===== src/design/tea16_pkg.sv =====
`timescale 1ns / 1ps

package tea16_pkg;

  localparam int ROUNDS = 16;
  localparam int STAGES = 2 * ROUNDS;

  localparam int WORD_W    = 32;
  localparam int TDATA_W   = 2 * WORD_W;
  localparam int CFG_IDX_W = 8;

  localparam logic [WORD_W-1:0] DELTA = 32'h9e37_79b9;

  // register indexes on the configuration port
  localparam logic [CFG_IDX_W-1:0] REG_KEY0 = CFG_IDX_W'(0);
  localparam logic [CFG_IDX_W-1:0] REG_KEY1 = CFG_IDX_W'(1);
  localparam logic [CFG_IDX_W-1:0] REG_KEY2 = CFG_IDX_W'(2);
  localparam logic [CFG_IDX_W-1:0] REG_KEY3 = CFG_IDX_W'(3);

  // direction codes
  localparam logic CMD_ENC = 1'b0;
  localparam logic CMD_DEC = 1'b1;

  typedef struct packed {
    logic [WORD_W-1:0] k3;
    logic [WORD_W-1:0] k2;
    logic [WORD_W-1:0] k1;
    logic [WORD_W-1:0] k0;
  } key_t;

  typedef struct packed {
    logic              vld;
    logic              cmd;
    logic [WORD_W-1:0] x;
    logic [WORD_W-1:0] y;
  } blk_t;

  // running sum after n additions of the delta, mod 2^32
  function automatic logic [WORD_W-1:0] round_sum(input int n);
    logic [2*WORD_W-1:0] p;
    p = (2*WORD_W)'(n) * (2*WORD_W)'(DELTA);
    return p[WORD_W-1:0];
  endfunction

  function automatic logic [WORD_W-1:0] mix(
    input logic [WORD_W-1:0] w,
    input logic [WORD_W-1:0] s,
    input logic [WORD_W-1:0] ka,
    input logic [WORD_W-1:0] kb
  );
    return ((w << 4) + ka) ^ (w + s) ^ ((w >> 5) + kb);
  endfunction

endpackage


===== src/design/tea16_cell.sv =====
`timescale 1ns / 1ps

module tea16_cell (
  input  logic                         clk,
  input  logic                         rst_n,
  input  logic                         adv,
  input  logic                         odd,
  input  logic [tea16_pkg::WORD_W-1:0] sum_enc,
  input  logic [tea16_pkg::WORD_W-1:0] sum_dec,
  input  tea16_pkg::key_t              keys,
  input  tea16_pkg::blk_t              blk_i,
  output tea16_pkg::blk_t              blk_o
);
  import tea16_pkg::*;

  blk_t              blk_r;
  blk_t              blk_nxt;
  logic              upd_x;
  logic [WORD_W-1:0] s;
  logic [WORD_W-1:0] src;
  logic [WORD_W-1:0] dst;
  logic [WORD_W-1:0] ka;
  logic [WORD_W-1:0] kb;
  logic [WORD_W-1:0] m;
  logic [WORD_W-1:0] res;

  // encrypt: even half updates x, odd updates y; decrypt the other way round
  always_comb begin
    upd_x   = (blk_i.cmd == odd);
    s       = (blk_i.cmd == CMD_DEC) ? sum_dec : sum_enc;
    src     = upd_x ? blk_i.y : blk_i.x;
    dst     = upd_x ? blk_i.x : blk_i.y;
    ka      = upd_x ? keys.k0 : keys.k2;
    kb      = upd_x ? keys.k1 : keys.k3;
    m       = mix(src, s, ka, kb);
    res     = (blk_i.cmd == CMD_DEC) ? (dst - m) : (dst + m);
    blk_nxt = blk_i;
    if (upd_x) begin
      blk_nxt.x = res;
    end else begin
      blk_nxt.y = res;
    end
  end

  // only the valid bit is reset; the payload just follows the row
  always_ff @(posedge clk) begin
    if (!rst_n) begin
      blk_r.vld <= 1'b0;
    end else if (adv) begin
      blk_r.vld <= blk_nxt.vld;
    end
    if (adv) begin
      blk_r.cmd <= blk_nxt.cmd;
      blk_r.x   <= blk_nxt.x;
      blk_r.y   <= blk_nxt.y;
    end
  end

  assign blk_o = blk_r;

endmodule


===== config.mk =====
export PLATFORM = sky130hd
export DESIGN_NAME = tea16_cell
export DESIGN_NICKNAME = d
export VERILOG_FILES = /design/src/design/tea16_pkg.sv /design/src/design/tea16_cell.sv
export SDC_FILE = /design/constraint.sdc
export NUM_CORES = 1
export LEC_CHECK = 0
export ABC_AREA = 1
export BUFFER_PORTS_ARGS = -buffer_cell sky130_fd_sc_hd__buf_2
export CAP_MARGIN = 25
export CORE_MARGIN = 2
export CORE_UTILIZATION = 37
export CTS_CLUSTER_DIAMETER = 100
export DETAILED_ROUTE_END_ITERATION = 10
export PLACE_DENSITY = 0.61
export SLEW_MARGIN = 20
export SYNTH_ARGS = -nofsm -noshare
export SYNTH_HDL_FRONTEND = slang
export SYNTH_SLANG_ARGS = --single-unit

===== constraint.sdc =====
create_clock -name clk -period 16.7 [get_ports clk]
set_clock_uncertainty 0.05 [all_clocks]
set_input_delay 2.505 -clock clk [delete_from_list [all_inputs] [get_ports clk]]
set_output_delay 2.505 -clock clk [all_outputs]
set_load 0.005 [all_outputs]

==> out/qor.txt, run 1 <==
status: complete, no violations
synthesized instance count: 2565
CP Launch Type: primary input
Worst path most repeated cell: nand2_1
Residual DRC: 0
cts hold-fix bufs: 0
CTS Buf Count: 9
via count: 17.6k
Power per Cell Area: 121 mW/mm^2
syn_nets: 2947
most frequent cells in the layout: nand2_1 (1007), buf_2 (328), inv_1 (315)
FMAX: 92.9 MHz
Finished Layout Cells: 3381
die area: 0.0410 sq mm
P_int: 0.000923 W
worst endpoint required time: 16.69 ns
Pre-antenna DRT Iters: 6
DIE HEIGHT: 203 um
I/O pin count: 328
final worst path period share: 64.4%
synthesis-stage register bit count: 66
Ant. Diodes: 0
port bufs: 327
Starting Density: 37.6%
GR peak layer: met2
setup bufs post-CTS: 0
number of synthesized flops with an enable pin: 65
GR Util met2: 52.5%
Die Span X: 203 um
Max-Cap Viols: 0
clock root cell: clkbuf_16
Reg power frac: 14.4%
Slew Limit Fails: 0
dpl cells: 3364
Max VDD drop: 0.0000487 V
remaining antenna violation count after routing: 0
Slew headroom: 23.0%
min Tclk post-route: 10.76 ns
post-synthesis sequential area ratio: 13.5%
CTS tree: built
Psw: 0.00113 W
FILL cells: 4291
global-route wire length before repair: 94.1 mm
Global Route met3 Usage: 1.72%
Layout area overhead: 16.3%
max reg flops: 66
Crit Path Category: in -> reg
Netlist cell types: 54
Reg2Reg Setup Slack: 15.99 ns
initial DRC count: 1167
endpoints failing setup: 0
H-tree depth: 3
commonest non-fill, non-tap cell in the layout: nand2_1
CTS sink count: 66
setup TNS: 0 ns
layout cell share with drive strength beyond 1: 16.7%
total grt overflow: 0
CP Data Arrival Time: 10.75 ns
overall routing resource usage: 30.2%
Core Area: 0.0387 sq mm
Mean Syn Cell Area: 5.69 sq um
Leakage Power: 9.53 nW
CP peak stage delay: 0.76 ns
largest net degree at the start of global routing: 93
hold slack: 0.492 ns
met1 Use GR: 39.4%
hold path start: blk_o[65]
Crit. End Element: register
switching share of power: 55.0%
mapped cell area: 0.0146 sq mm
Slew @ Worst Pin: 1.14 ns
RePlAce Congestion: 0.948
asr flop ratio synth: 0%
Worst Path Max Fanout: 92
ys flop type: edfxtp_1
RSZ-0062 raised after global routing: no
post-DP HPWL: 55.9 mm
Fin. Hold Viols: 0
Routed WL: 63.3 mm
Worst R2R Start: blk_o[65]
CTS clk-pin slew, worst paths: 0.06 ns
Clock Tree Buf Depth: 2
WL per Instance: 18.7 um
critical path's slowest cell: o21ai_0
final net count: 3240
synth warn: 0
number of global-route vias before repair: 16.8k
initial antenna violation count: 0
FP Rows: 72
DR vias/cell: 5.20
power share of the combinational group: 76.2%
Hold WC Path Type: reg -> reg
CP Launch Point: blk_i[64]
Clk Latency, worst-skew pair: 0.34 ns
clock power share: 9.4%
PostCTS Resize Cnt: 0
[cell families after synthesis]
logic type      after synthesis  share of synthesized area (%)
mux                           3                          0.206
xor+xnor                    106                           6.79
buf+inv                     382                           10.3
fa+ha+maj                   120                           10.4
compound gates              346                           12.9
flops                        66                           13.5
simple gates               1542                           45.9
[power by group through the flow]
stage               registers (W)  logic, W  clock network, W
floorplan                0.000308   0.00104                 0
global placement         0.000297   0.00154                 0
detailed placement       0.000299   0.00154                 0
CTS                      0.000297   0.00155          0.000196
global route             0.000303   0.00174          0.000200
finish                   0.000296   0.00156          0.000192
[per-layer routing]
layer  routed length (um)  part of all wire, %  vias up
met2                29900                   47      589
met1                27600                   44     8026
met4                 2300                  3.6        0
met5                    0                    0        -
li1                     -                    -     8882
met3                 3560                  5.6       74
[worst max-delay path: cells and delay by family]
kind | cells | cell delay, ns
adder cells (fa/ha/maj) | 2 | 0.65
buffers and inverters | 5 | 1.74
XOR/XNOR | 3 | 0.46
AO/OA/AOI/OAI | 6 | 2.38
AND/OR/NAND/NOR | 16 | 2.89
[area by class of cell]
cell class	instances	area, sq um	share of cell area (%)
Tap cell	518	648	3.82
Sequential cell	66	1970	11.6
Clock buffer	9	225	1.33
Multi-Input combinational cell	2117	11100	65.5
Timing Repair Buffer	332	1670	9.85
Clock inverter	7	76.3	0.450
Inverter	332	1250	7.38
[through the flow]
| stage | setup slack (ns) | total power, W | instance area [sq um] | util [%] |
|---|---|---|---|---|
| 6_report | 5.94 | 0.00205 | 17000 | 43.8 |
| 5_1_grt | 5.22 | 0.00224 | 17000 | 43.8 |
| 4_1_cts | 5.98 | 0.00204 | 17000 | 43.8 |
| 3_5_place_dp | 5.62 | 0.00184 | 16700 | 43.0 |
| 3_3_place_gp | 5.74 | 0.00183 | 16700 | 43.0 |
| 2_1_floorplan | 8.47 | 0.00135 | 14600 | - |
[final timing paths]
kind,cells past startpoint,endpoint
worst max-delay path,32,blk_o[59]
worst min register to register,2,blk_o[65]
worst max register to register,2,blk_o[65]
worst min-delay path,2,blk_o[65]
[Yosys cell counts, types with 9 or more instances]
cell / n / share of area (%)
a21boi_0: 9 / 0.46
o21ai_1: 9 / 0.31
a21oi_1: 131 / 4.5
nand3_1: 165 / 5.7
xnor2_1: 43 / 2.6
inv_1: 315 / 8.1
xor2_1: 58 / 3.5
ha_1: 118 / 10
nand3b_1: 23 / 1.2
nand2_4: 12 / 0.93
inv_2: 14 / 0.36
nor2_1: 164 / 4.2
o21ai_0: 144 / 4.9
a31oi_1: 13 / 0.56
a21o_1: 14 / 0.72
nor2_2: 11 / 0.47
clkbuf_1: 34 / 0.88
nand2_1: 1007 / 26
nand4_1: 43 / 1.8
edfxtp_1: 65 / 13
nand3_2: 20 / 1.4
nor3_1: 23 / 0.79
nand2_2: 47 / 2.0
(Power assumes the default switching activity.)
==> inputs of run 2 (changes only) <==
- clock period: 16.7 -> 10.31 ns (I/O delays scaled with it)
==> run 2 against run 1 <==
Compared with the run above: flip-flop and latch count unchanged; worst hold slack improved by 0.0026 ns; routed wire length increased by 0.78%.
==> out/qor.txt, run 2 (synthesized netlist as in run 1, its figures left out) <==
met2 routed WL: 30.1 mm (was 29.9 mm)
Starting Density: 37.6% (unchanged)
largest net degree at the start of global routing: 68 (was 93)
Max VDD drop: 0.0000811 V (was 0.0000487 V)
met3 wire len: 3.35 mm (was 3.56 mm)
dpl cells: 3373 (was 3364)
CTS tree: built (unchanged)
Worst Path Max Fanout: 59 (was 92)
clock root cell: clkbuf_16 (unchanged)
overall routing resource usage: 30.5% (was 30.2%)
FMAX: 114 MHz
Hold WC Path Type: reg -> reg (unchanged)
Residual DRC: 0 (unchanged)
RePlAce Congestion: 0.970 (was 0.948)
Routed WL: 63.8 mm (was 63.3 mm)
critical path's slowest cell: nor3_1 (was o21ai_0)
Slew headroom: 31.9% (was 23.0%)
setup TNS: 0 ns (unchanged)
final worst path period share: 85.4%
CTS Buf Count: 9 (unchanged)
Layout area overhead: 16.8% (was 16.3%)
I/O pin count: 328 (unchanged)
Worst path most repeated cell: nand2_1 (unchanged)
H-tree depth: 3 (unchanged)
total grt overflow: 0 (unchanged)
Die Span X: 203 um (unchanged)
post-DP HPWL: 56.3 mm (was 55.9 mm)
die area: 0.0410 sq mm (unchanged)
Clock Tree Buf Depth: 2 (unchanged)
initial antenna violation count: 1 (was 0)
hold slack: 0.494 ns (was 0.492 ns)
remaining antenna violation count after routing: 0 (unchanged)
Pre-antenna DRT Iters: 6 (unchanged)
CTS clk-pin slew, worst paths: 0.05 ns (was 0.06 ns)
layout cell share with drive strength beyond 1: 16.8% (was 16.7%)
final net count: 3248 (was 3240)
Power per Cell Area: 194 mW/mm^2 (was 121 mW/mm^2)
port bufs: 327 (unchanged)
DR vias/cell: 5.16 (was 5.20)
Finished Layout Cells: 3389 (was 3381)
max reg flops: 66 (unchanged)
Fin. Hold Viols: 0 (unchanged)
WL per Instance: 18.8 um (was 18.7 um)
CP Launch Type: primary input (unchanged)
Ant. Diodes: 0 (unchanged)
Worst R2R End: blk_o[65] (unchanged)
CP peak stage delay: 0.50 ns (was 0.76 ns)
initial DRC count: 1163 (was 1167)
min Tclk post-route: 8.81 ns
setup bufs post-CTS: 0 (unchanged)
Core Area: 0.0387 sq mm (unchanged)
cts hold-fix bufs: 0 (unchanged)
Crit Path Category: in -> reg (unchanged)
CP endpoint: blk_o[63] (was blk_o[59])
via count: 17.5k (was 17.6k)
CP Data Arrival Time: 8.86 ns (was 10.75 ns)
RSZ-0062 raised after global routing: no (unchanged)
endpoints failing setup: 0 (unchanged)
most frequent cells in the layout: nand2_1 (1007), buf_2 (327), inv_1 (315) (was nand2_1 (1007), buf_2 (328), inv_1 (315))
Worst R2R Start: blk_o[65] (unchanged)
Slew @ Worst Pin: 1.01 ns (was 1.14 ns)
CTS sink count: 66 (unchanged)
commonest non-fill, non-tap cell in the layout: nand2_1 (unchanged)
reg2reg path depth: 2 (unchanged)
Slew Limit Fails: 0 (unchanged)
Max-Cap Viols: 0 (unchanged)
PostCTS Resize Cnt: 0 (unchanged)
FP Rows: 72 (unchanged)
number of global-route vias before repair: 16.9k (was 16.8k)
DR top layer: met4 (unchanged)
worst endpoint required time: 10.36 ns (was 16.69 ns)
Crit. End Element: register (unchanged)
status: complete, no violations (unchanged)
global-route wire length before repair: 95.0 mm (was 94.1 mm)
M1 WL: 28.2 mm (was 27.6 mm)
Reg2Reg Setup Slack: 9.60 ns (was 15.99 ns)
Leakage Power: 9.58 nW (was 9.53 nW)
Clk Latency, worst-skew pair: 0.34 ns (about the same)
DIE HEIGHT: 203 um (unchanged)
CP Launch Point: blk_i[64] (unchanged)
==> run 2: power breakdown <==
part	switching, W	total [W]	internal (W)	leakage [nW]
combinational	0.00165	0.00252	0.000864	8.80
clock	0.000111	0.000298	0.000186	0.138
sequential	0.0000262	0.000480	0.000454	0.642
==> run 2: worst min path at each step <==
stage,start,cells past startpoint,slack [ns],end
finish,blk_o[65],2,0.49,blk_o[65]
detailed placement,blk_o[65],2,0.49,blk_o[65]
global route,blk_o[65],2,0.52,blk_o[65]
CTS,blk_o[65],2,0.50,blk_o[65]
global placement,blk_o[65],2,0.47,blk_o[65]
floorplan,blk_o[65],2,0.47,blk_o[65]
==> run 2: cell type report <==
type	instances	area, sq um
fill	4322	21700
sequential	66	1970
multi-input combinational	2117	11100
timing repair buffer	340	1760
inverter	332	1250
clock inverter	3	40.0
tap	518	648
clock buffer	13	240
==> run 2: per-layer routing <==
layer	track usage, %	up-vias
li1	-	8887
met1	39.6	7963
met2	53.1	566
met3	2.39	81
met4	11.1	0
met5	0	-
==> run 2: stage by stage <==
step	total power, W	area (sq um)	setup slack, ns	utilization [%]
3_3_place_gp	0.00295	16700	1.11	43.2
6_report	0.00330	17000	1.50	44.0
2_1_floorplan	0.00219	14600	3.04	-
3_5_place_dp	0.00297	16700	1.09	43.2
5_1_grt	0.00362	17000	0.795	44.0
4_1_cts	0.00328	17000	1.44	44.0
==> run 2: worst max-delay path, delay by kind of cell <==
kind / cells / cell delay (ns)
XOR/XNOR: 1 / 0.41
AO/OA/AOI/OAI: 5 / 1.09
buffers and inverters: 5 / 0.95
adder cells (fa/ha/maj): 2 / 0.62
AND/OR/NAND/NOR: 25 / 4.18
