<file path="config.mk">
export PLATFORM = sky130hd
export DESIGN_NAME = tea16_keys
export DESIGN_NICKNAME = d
export VERILOG_FILES = /design/src/design/tea16_pkg.sv /design/src/design/tea16_keys.sv
export SDC_FILE = /design/constraint.sdc
export NUM_CORES = 1
export LEC_CHECK = 0
export ABC_AREA = 0
export BUFFER_PORTS_ARGS = -buffer_cell sky130_fd_sc_hd__buf_2
export CORE_UTILIZATION = 30
export CTS_CLUSTER_DIAMETER = 50
export DETAILED_ROUTE_END_ITERATION = 12
export PLACE_DENSITY = 0.59
export SETUP_SLACK_MARGIN = 0.3
export SLEW_MARGIN = 20
export SYNTH_ARGS = -nofsm -noshare
export SYNTH_HDL_FRONTEND = slang
export SYNTH_SLANG_ARGS = --single-unit
</file>
<file path="constraint.sdc">
create_clock -name clk -period 1.2 [get_ports clk]
set_clock_uncertainty 0.05 [all_clocks]
set_input_delay 0.12 -clock clk [delete_from_list [all_inputs] [get_ports clk]]
set_output_delay 0.12 -clock clk [all_outputs]
set_load 0.05 [all_outputs]
</file>
<file path="src/design/tea16_pkg.sv">
`timescale 1ns / 1ps

package tea16_pkg;

  localparam int ROUNDS = 16;
  localparam int STAGES = 2 * ROUNDS;

  localparam int WORD_W    = 32;
  localparam int TDATA_W   = 2 * WORD_W;
  localparam int CFG_IDX_W = 8;

  localparam logic [WORD_W-1:0] DELTA = 32'h9e37_79b9;

  // register indexes on the configuration port
  localparam logic [CFG_IDX_W-1:0] REG_KEY0 = CFG_IDX_W'(0);
  localparam logic [CFG_IDX_W-1:0] REG_KEY1 = CFG_IDX_W'(1);
  localparam logic [CFG_IDX_W-1:0] REG_KEY2 = CFG_IDX_W'(2);
  localparam logic [CFG_IDX_W-1:0] REG_KEY3 = CFG_IDX_W'(3);

  // direction codes
  localparam logic CMD_ENC = 1'b0;
  localparam logic CMD_DEC = 1'b1;

  typedef struct packed {
    logic [WORD_W-1:0] k3;
    logic [WORD_W-1:0] k2;
    logic [WORD_W-1:0] k1;
    logic [WORD_W-1:0] k0;
  } key_t;

  typedef struct packed {
    logic              vld;
    logic              cmd;
    logic [WORD_W-1:0] x;
    logic [WORD_W-1:0] y;
  } blk_t;

  // running sum after n additions of the delta, mod 2^32
  function automatic logic [WORD_W-1:0] round_sum(input int n);
    logic [2*WORD_W-1:0] p;
    p = (2*WORD_W)'(n) * (2*WORD_W)'(DELTA);
    return p[WORD_W-1:0];
  endfunction

  function automatic logic [WORD_W-1:0] mix(
    input logic [WORD_W-1:0] w,
    input logic [WORD_W-1:0] s,
    input logic [WORD_W-1:0] ka,
    input logic [WORD_W-1:0] kb
  );
    return ((w << 4) + ka) ^ (w + s) ^ ((w >> 5) + kb);
  endfunction

endpackage

</file>
<file path="src/design/tea16_keys.sv">
`timescale 1ns / 1ps

module tea16_keys (
  input  logic                       clk,
  input  logic                       rst_n,
  input  logic                       wr_en,
  input  logic [tea16_pkg::CFG_IDX_W-1:0] wr_index,
  input  logic [tea16_pkg::WORD_W-1:0]    wr_data,
  output tea16_pkg::key_t            keys
);
  import tea16_pkg::*;

  key_t key_r;
  key_t key_nxt;

  always_comb begin
    key_nxt = key_r;
    if (wr_en) begin
      unique case (wr_index)
        REG_KEY0: key_nxt.k0 = wr_data;
        REG_KEY1: key_nxt.k1 = wr_data;
        REG_KEY2: key_nxt.k2 = wr_data;
        REG_KEY3: key_nxt.k3 = wr_data;
        default:  key_nxt = key_r; // unknown index, write dropped
      endcase
    end
  end

  always_ff @(posedge clk) begin
    if (!rst_n) begin
      key_r <= '0;
    end else begin
      key_r <= key_nxt;
    end
  end

  assign keys = key_r;

endmodule

</file>
==> impl_metrics.py, run 1 <==
metrics = {
    "yosys": {
        "muxShareOfSynthArea": 0.2742,
        "synth_seq_cells": 128,
        "synth.cell_area_sq_mm": 0.004673,
        "netlist_instances": 454,
        "synth_compound_area_frac": 0,
        "synthDistinctLibCells": 14,
        "synthXorXnorAreaFrac": 0,
        "ys_seq_area_frac": 0.5483,
        "syn-num-nets": 497,
        "syn_avg_cell_area_sq_um": 10.29,
        "synth-simple-area-share": 0.1448,
        "synthAdderAreaFrac": 0,
        "synth_top_family_by_area": "multiplexers",
        "yosysWarnings": 0,
    },
    "clock_network": {
        "clk_pin_slew_ns": 0.06,
        "cts_sinks": 128,
        "clk_path_buf_depth": 2,
        "htreeDepth": 4,
        "insertion_delay_ns": 0.41,
        "cts_root_buf": "clkbuf_16",
        "numCtsBuffers": 17,
        "cts_tree": "built",
    },
    "timing": {
        "rsz0062_at_grt": "true",
        "fmax_ghz": 0.9133,
        "slew_viol_final": 0,
        "hold_violations": 0,
        "period_needed_ns": 1.095,
        "setup_viol": 0,
        "max_slew_margin": 0.8187,
        "period_share": 0.9124,
        "tightest_slew_ns": 0.2720,
    },
    "floorplan": {
        "initial_utilization": 0.3074,
        "die_w_um": 126.8,
        "die_h_um": 126.8,
        "core_area_sq_mm": 0.01520,
        "fp.dieArea_sq_mm": 0.01608,
        "io_pins": 171,
        "placementRows": 45,
    },
    "power": {
        "p_leak_nw": 4.302,
        "finalPower_w": 0.01008,
        "netSwitchingFraction": 0.2125,
        "power_switching_w": 0.002142,
        "peakVddDrop_mv": 0.9468,
        "p_int_w": 0.007941,
        "pwr-share-comb": 0.040,
        "powerDensity_mw_per_mm2": 1154,
        "clkPwrFrac": 0.538,
        "pwr-share-seq": 0.422,
    },
    "place": {
        "dp.cells": 798,
        "portBuffers": 170,
        "hpwl_mm": 8.714,
        "gp_congestion": 0.7578,
    },
    "routing": {
        "avgRoutedWirePerCell_um": 16.63,
        "via_per_inst": 4.598,
        "drc": 0,
        "ant_nets": 0,
        "drt-initial-drc-count": 125,
        "wirelength_mm": 15.05,
        "firstDrtPassIters": 4,
        "vias": 4161,
    },
    "run_status": {
        "status": "complete, no violations",
    },
    "layout": {
        "final_layout_size_suffix_gt1_frac": 0.5746,
        "syn_to_final_growth_pct": 87.01,
        "nFillCells": 1196,
        "nNetsFinal": 747,
        "largest_reg_flops": 128,
        "layout_common_cells": "nand2_1, mux2i_1, dfxtp_2",
        "final_cells": 905,
        "antenna_cells": 0,
        "final_common_cell": "nand2_1",
    },
    "global_routing": {
        "grt_max_degree": 63,
        "gr-usage-met3": 0.06411,
        "grt_pass1_vias": 4141,
        "grt_busiest_layer": "met2",
        "grtUsageMet1": 0.2161,
        "antenna_found_initial": 0,
        "gr-total-overflow": 0,
        "gr-usage-met2": 0.3190,
        "grt_usage": 0.1859,
        "grt_pass1_wl_mm": 22.45,
    },
    "setup_path": {
        "startpoint_type": "register",
        "crit_path_max_fanout": 2,
        "cp.required_ns": 1.03,
        "end_kind": "output port",
        "crit_family": "flip-flops",
        "ff2ff_setup_slack_ns": 0.32,
        "critical_path_class": "reg -> out",
        "cp_data_arrival_time_ns": 0.92,
        "path_buf_inv": 1,
        "crit_path_top_delay_cell": "dfxtp_2",
        "slowest_delay_ns": 0.36,
        "cp_cell_sequence": "buf_8",
    },
    "flow_run": {
        "cap_violations": 0,
    },
    "hold_path": {
        "hold_path.class": "in -> reg",
    },
}
[layout make-up]
class	instances	area [sq um]	area share
multi-input combinational	295	1996	0.2283
timing repair buffer	262	3159	0.3615
sequential	128	2723	0.3115
clock inverter	14	187.7	0.02147
tap	188	235.2	0.02691
clock buffer	18	439.2	0.05025
[final timing paths]
path                                        startpoint                endpoint  cells past startpoint
worst max-delay path             keys[27]$_SDFFE_PN0P_                keys[27]                      1
worst min-delay path                       wr_data[20]   keys[52]$_SDFFE_PN0P_                      3
worst max register to register  keys[103]$_SDFFE_PN0P_  keys[103]$_SDFFE_PN0P_                      4
worst min register to register  keys[114]$_SDFFE_PN0P_  keys[114]$_SDFFE_PN0P_                      2
[power by group through the flow]
stage	Combinational (W)	Sequential (W)	Clock (W)
after floorplan	0.000153	0.00437	0
after global placement	0.000323	0.00435	0
after detailed placement	0.000330	0.00435	0
after CTS	0.000394	0.00426	0.00554
after global routing	0.000435	0.00426	0.00577
final	0.000404	0.00426	0.00542
[routing by layer]
metal  vias up  routed length [um]
li1       2018                   -
met5         -                   0
met2       134                7799
met4         0                 165
met3        16                 789
met1      1993                6297
[cells in the mapped netlist]
cell type,number,area share
buf_6,3,0.0072
buf_1,1,0.00080
nand4_2,1,0.0027
clkbuf_1,16,0.013
and3b_1,1,0.0019
nor3_1,1,0.0011
nand2_1,160,0.13
nor4_1,1,0.0013
dfxtp_1,128,0.55
nor4b_4,1,0.0051
buf_2,11,0.012
mux2i_1,128,0.27
nand3_1,1,0.0011
nand4b_2,1,0.0032
[logic make-up (layout without fill, tap and decap cells)]
| group | Yosys count | count (layout) |
|---|---|---|
| buf+inv | 31 | 294 |
| flops | 128 | 128 |
| mux | 128 | 128 |
| simple gates | 167 | 167 |
[repair_timing]
item	4_1_cts	5_1_grt
hold buffers	16	0
gates cloned	7	0
setup endpoints to repair	256	256
buffers inserted	26	26
gates resized for setup	481	36
hold endpoints to repair	51	0
[through the flow]
| stage | setup WS [ns] | TNS (ns) | utilization | hold WS [ns] | instance area, sq um |
|---|---|---|---|---|---|
| after global placement | -0.2506 | -27.01 | 0.3863 | 0.3903 | 5873 |
| after floorplan | -0.02681 | -1.525 | - | 0.2735 | 4721 |
| after global routing | 0.05113 | 0 | 0.5749 | 0.01157 | 8740 |
| after detailed placement | -0.2816 | -31.19 | 0.3863 | 0.3994 | 5873 |
| after CTS | 0.08808 | 0 | 0.5532 | 0.0008584 | 8409 |
| final | 0.1051 | 0 | 0.5749 | 0.02107 | 8740 |
Power figures use the tool's default switching activity.
==> run 2, diff against run 1 <==
--- a/config.mk
+++ b/config.mk
@@ -7,10 +7,11 @@
 export LEC_CHECK = 0
 export ABC_AREA = 0
 export BUFFER_PORTS_ARGS = -buffer_cell sky130_fd_sc_hd__buf_2
-export CORE_UTILIZATION = 30
+export CORE_UTILIZATION = 44
 export CTS_CLUSTER_DIAMETER = 50
 export DETAILED_ROUTE_END_ITERATION = 12
-export PLACE_DENSITY = 0.59
+export PLACE_DENSITY = 0.79
+export RECOVER_POWER = 50
 export SETUP_SLACK_MARGIN = 0.3
 export SLEW_MARGIN = 20
 export SYNTH_ARGS = -nofsm -noshare
==> run 2 against run 1 <==
  * The flow now finishes with violations (setup timing)
  * Sequential share of layout area up 0.29 points
  * Critical endpoint is now keys[97]$_SDFFE_PN0P_
  * First-iteration DRC count up 75%
  * Clock-buffer cell count up 3
  * Final cell count down 3.8%
  * Hold slack better by 0.076 ns
==> impl_metrics.py, run 2 (synthesis gave the netlist of run 1 again) <==
metrics = {
    "floorplan": {
        "die_w_um": 105.1,
        "core_area_sq_mm": 0.01032,
        "die_h_um": 105.1,
        "io_pins": 171,
        "placementRows": 37,
        "fp.dieArea_sq_mm": 0.01104,
        "initial_utilization": 0.4527,
    },
    "timing": {
        "rsz0062_at_grt": "true",
        "slew_viol_final": 0,
        "fmax_ghz": 0.8191,
        "hold_violations": 0,
        "max_slew_margin": 0.7127,
        "tightest_slew_ns": 0.4309,
        "period_share": 1.017,
        "period_needed_ns": 1.221,
        "setup_ws_ns": -0.02092,
        "fin_setup_tns_ns": -0.03433,
        "whs_ns": 0.09712,
        "setup_viol": 2,
    },
    "global_routing": {
        "gr-usage-met2": 0.5293,
        "grt_pass1_wl_mm": 24.73,
        "grt_pass1_vias": 4764,
        "grtUsageMet1": 0.3111,
        "gr-total-overflow": 0,
        "grt_usage": 0.2922,
        "grt_busiest_layer": "met2",
        "grt_max_degree": 73,
        "antenna_found_initial": 2,
        "gr-usage-met3": 0.07735,
    },
    "routing": {
        "via_per_inst": 5.149,
        "avgRoutedWirePerCell_um": 20.66,
        "drc": 0,
        "firstDrtPassIters": 4,
        "vias": 4485,
        "wirelength_mm": 18.00,
        "ant_nets": 0,
        "drt-initial-drc-count": 219,
    },
    "layout": {
        "final_common_cell": "nand2_1",
        "syn_to_final_growth_pct": 86.13,
        "final_layout_size_suffix_gt1_frac": 0.5722,
        "layout_common_cells": "nand2_1, buf_8, dfxtp_2",
        "largest_reg_flops": 128,
        "nNetsFinal": 764,
        "final_util": 0.8426,
        "final_cells": 871,
    },
    "place": {
        "hpwl_mm": 8.009,
        "portBuffers": 170,
        "dp.cells": 745,
        "gp_congestion": 0.8104,
    },
    "setup_path": {
        "path_buf_inv": 3,
        "crit_family": "buffers and inverters",
        "crit_top_cell": "clkbuf_1",
        "slowest_delay_ns": 0.41,
        "cp_cell_sequence": "clkbuf_1 > nor4b_2 > clkbuf_1 > nand4_4 > clkbuf_4 > mux2i_1",
        "crit_path_top_delay_cell": "nor4b_2",
        "cp.required_ns": 1.55,
        "startpoint_type": "primary input",
        "critical_path_class": "in -> reg",
        "end_kind": "register",
        "crit_path_max_fanout": 19,
        "cp_data_arrival_time_ns": 1.57,
    },
    "run_status": {
        "status": "finished with violations",
        "violations": "setup timing",
    },
    "power": {
        "peakVddDrop_mv": 1.011,
        "p_leak_nw": 4.217,
        "finalPower_w": 0.009979,
        "powerDensity_mw_per_mm2": 1147,
    },
    "clock_network": {
        "cts_tree": "built",
        "htreeDepth": 4,
        "insertion_delay_ns": 0.50,
        "clk_path_buf_depth": 2,
        "cts_sinks": 128,
        "clk_pin_slew_ns": 0.06,
        "numCtsBuffers": 17,
        "cts_root_buf": "clkbuf_8",
    },
    "hold_path": {
        "hold_path.class": "in -> reg",
    },
    "flow_run": {
        "cap_violations": 0,
    },
}
## run 2: cell count changes in the layout (fill, tap and decap cells not counted), sizes merged
cell / delta
buf: -6
bufbuf: -1
bufinv: -1
clkbuf: +11
clkinv: -2
diode: +1
dlygate4sd3: +16
## run 2: cell type report
type                    instances  area [sq um]
clock inverters                11         155.1
well taps                     136         170.2
diodes                          1         2.502
clock buffers                  21         449.2
fillers                       444          1625
repair buffers                279          3129
multi-input cells             295          2057
flip-flops and latches        128          2735
## run 2: stage by stage
| step | area (sq um) | setup slack, ns |
|---|---|---|
| final | 8698 | -0.02092 |
| after global routing | 8698 | -0.05903 |
| after CTS | 8240 | -0.003616 |
| after detailed placement | 5733 | -0.2485 |
| after global placement | 5733 | -0.1843 |
| after floorplan | 4721 | -0.02681 |
## run 2: power by group
part / internal, W / leakage (nW) / total, W / switching [W]
registers: 0.00424 / 1.10 / 0.00425 / 0.00000547
clock network: 0.00330 / 0.281 / 0.00527 / 0.00197
logic: 0.000198 / 2.84 / 0.000461 / 0.000263
## run 2: worst paths after layout
check | startpoint | endpoint | slack (ns) | depth (start not counted)
min reg2reg | keys[19]$_SDFFE_PN0P_ | keys[19]$_SDFFE_PN0P_ | 0.42 | 2
max | wr_index[6] | keys[97]$_SDFFE_PN0P_ | -0.02 | 6
min | rst_n | keys[35]$_SDFFE_PN0P_ | 0.1 | 4
max reg2reg | keys[124]$_SDFFE_PN0P_ | keys[124]$_SDFFE_PN0P_ | 0.29 | 4
## run 2: worst reg2reg max path, cell delays in order (launching register included)
cell and delay [ns]:
dfxtp_4 0.36, buf_6 0.11, buf_4 0.13, nand2_2 0.05, mux2i_1 0.08
## run 2: per-layer routing
| layer | share of wire | vias up | wire length [um] |
|---|---|---|---|
| met5 | 0.00072 | - | 13 |
| met2 | 0.54 | 213 | 9641 |
| li1 | - | 2031 | - |
| met4 | 0.030 | 2 | 544 |
| met3 | 0.062 | 47 | 1124 |
| met1 | 0.37 | 2192 | 6676 |
## run 2: repair_timing
action                                  4_1_cts  5_1_grt
endpoints found under the setup margin      131      254
hold buffers                                 32        0
pin swaps                                     1        3
gates cloned                                  0        5
gates resized for setup                     515       45
hold endpoints to repair                    128        0
setup buffers                                17       39
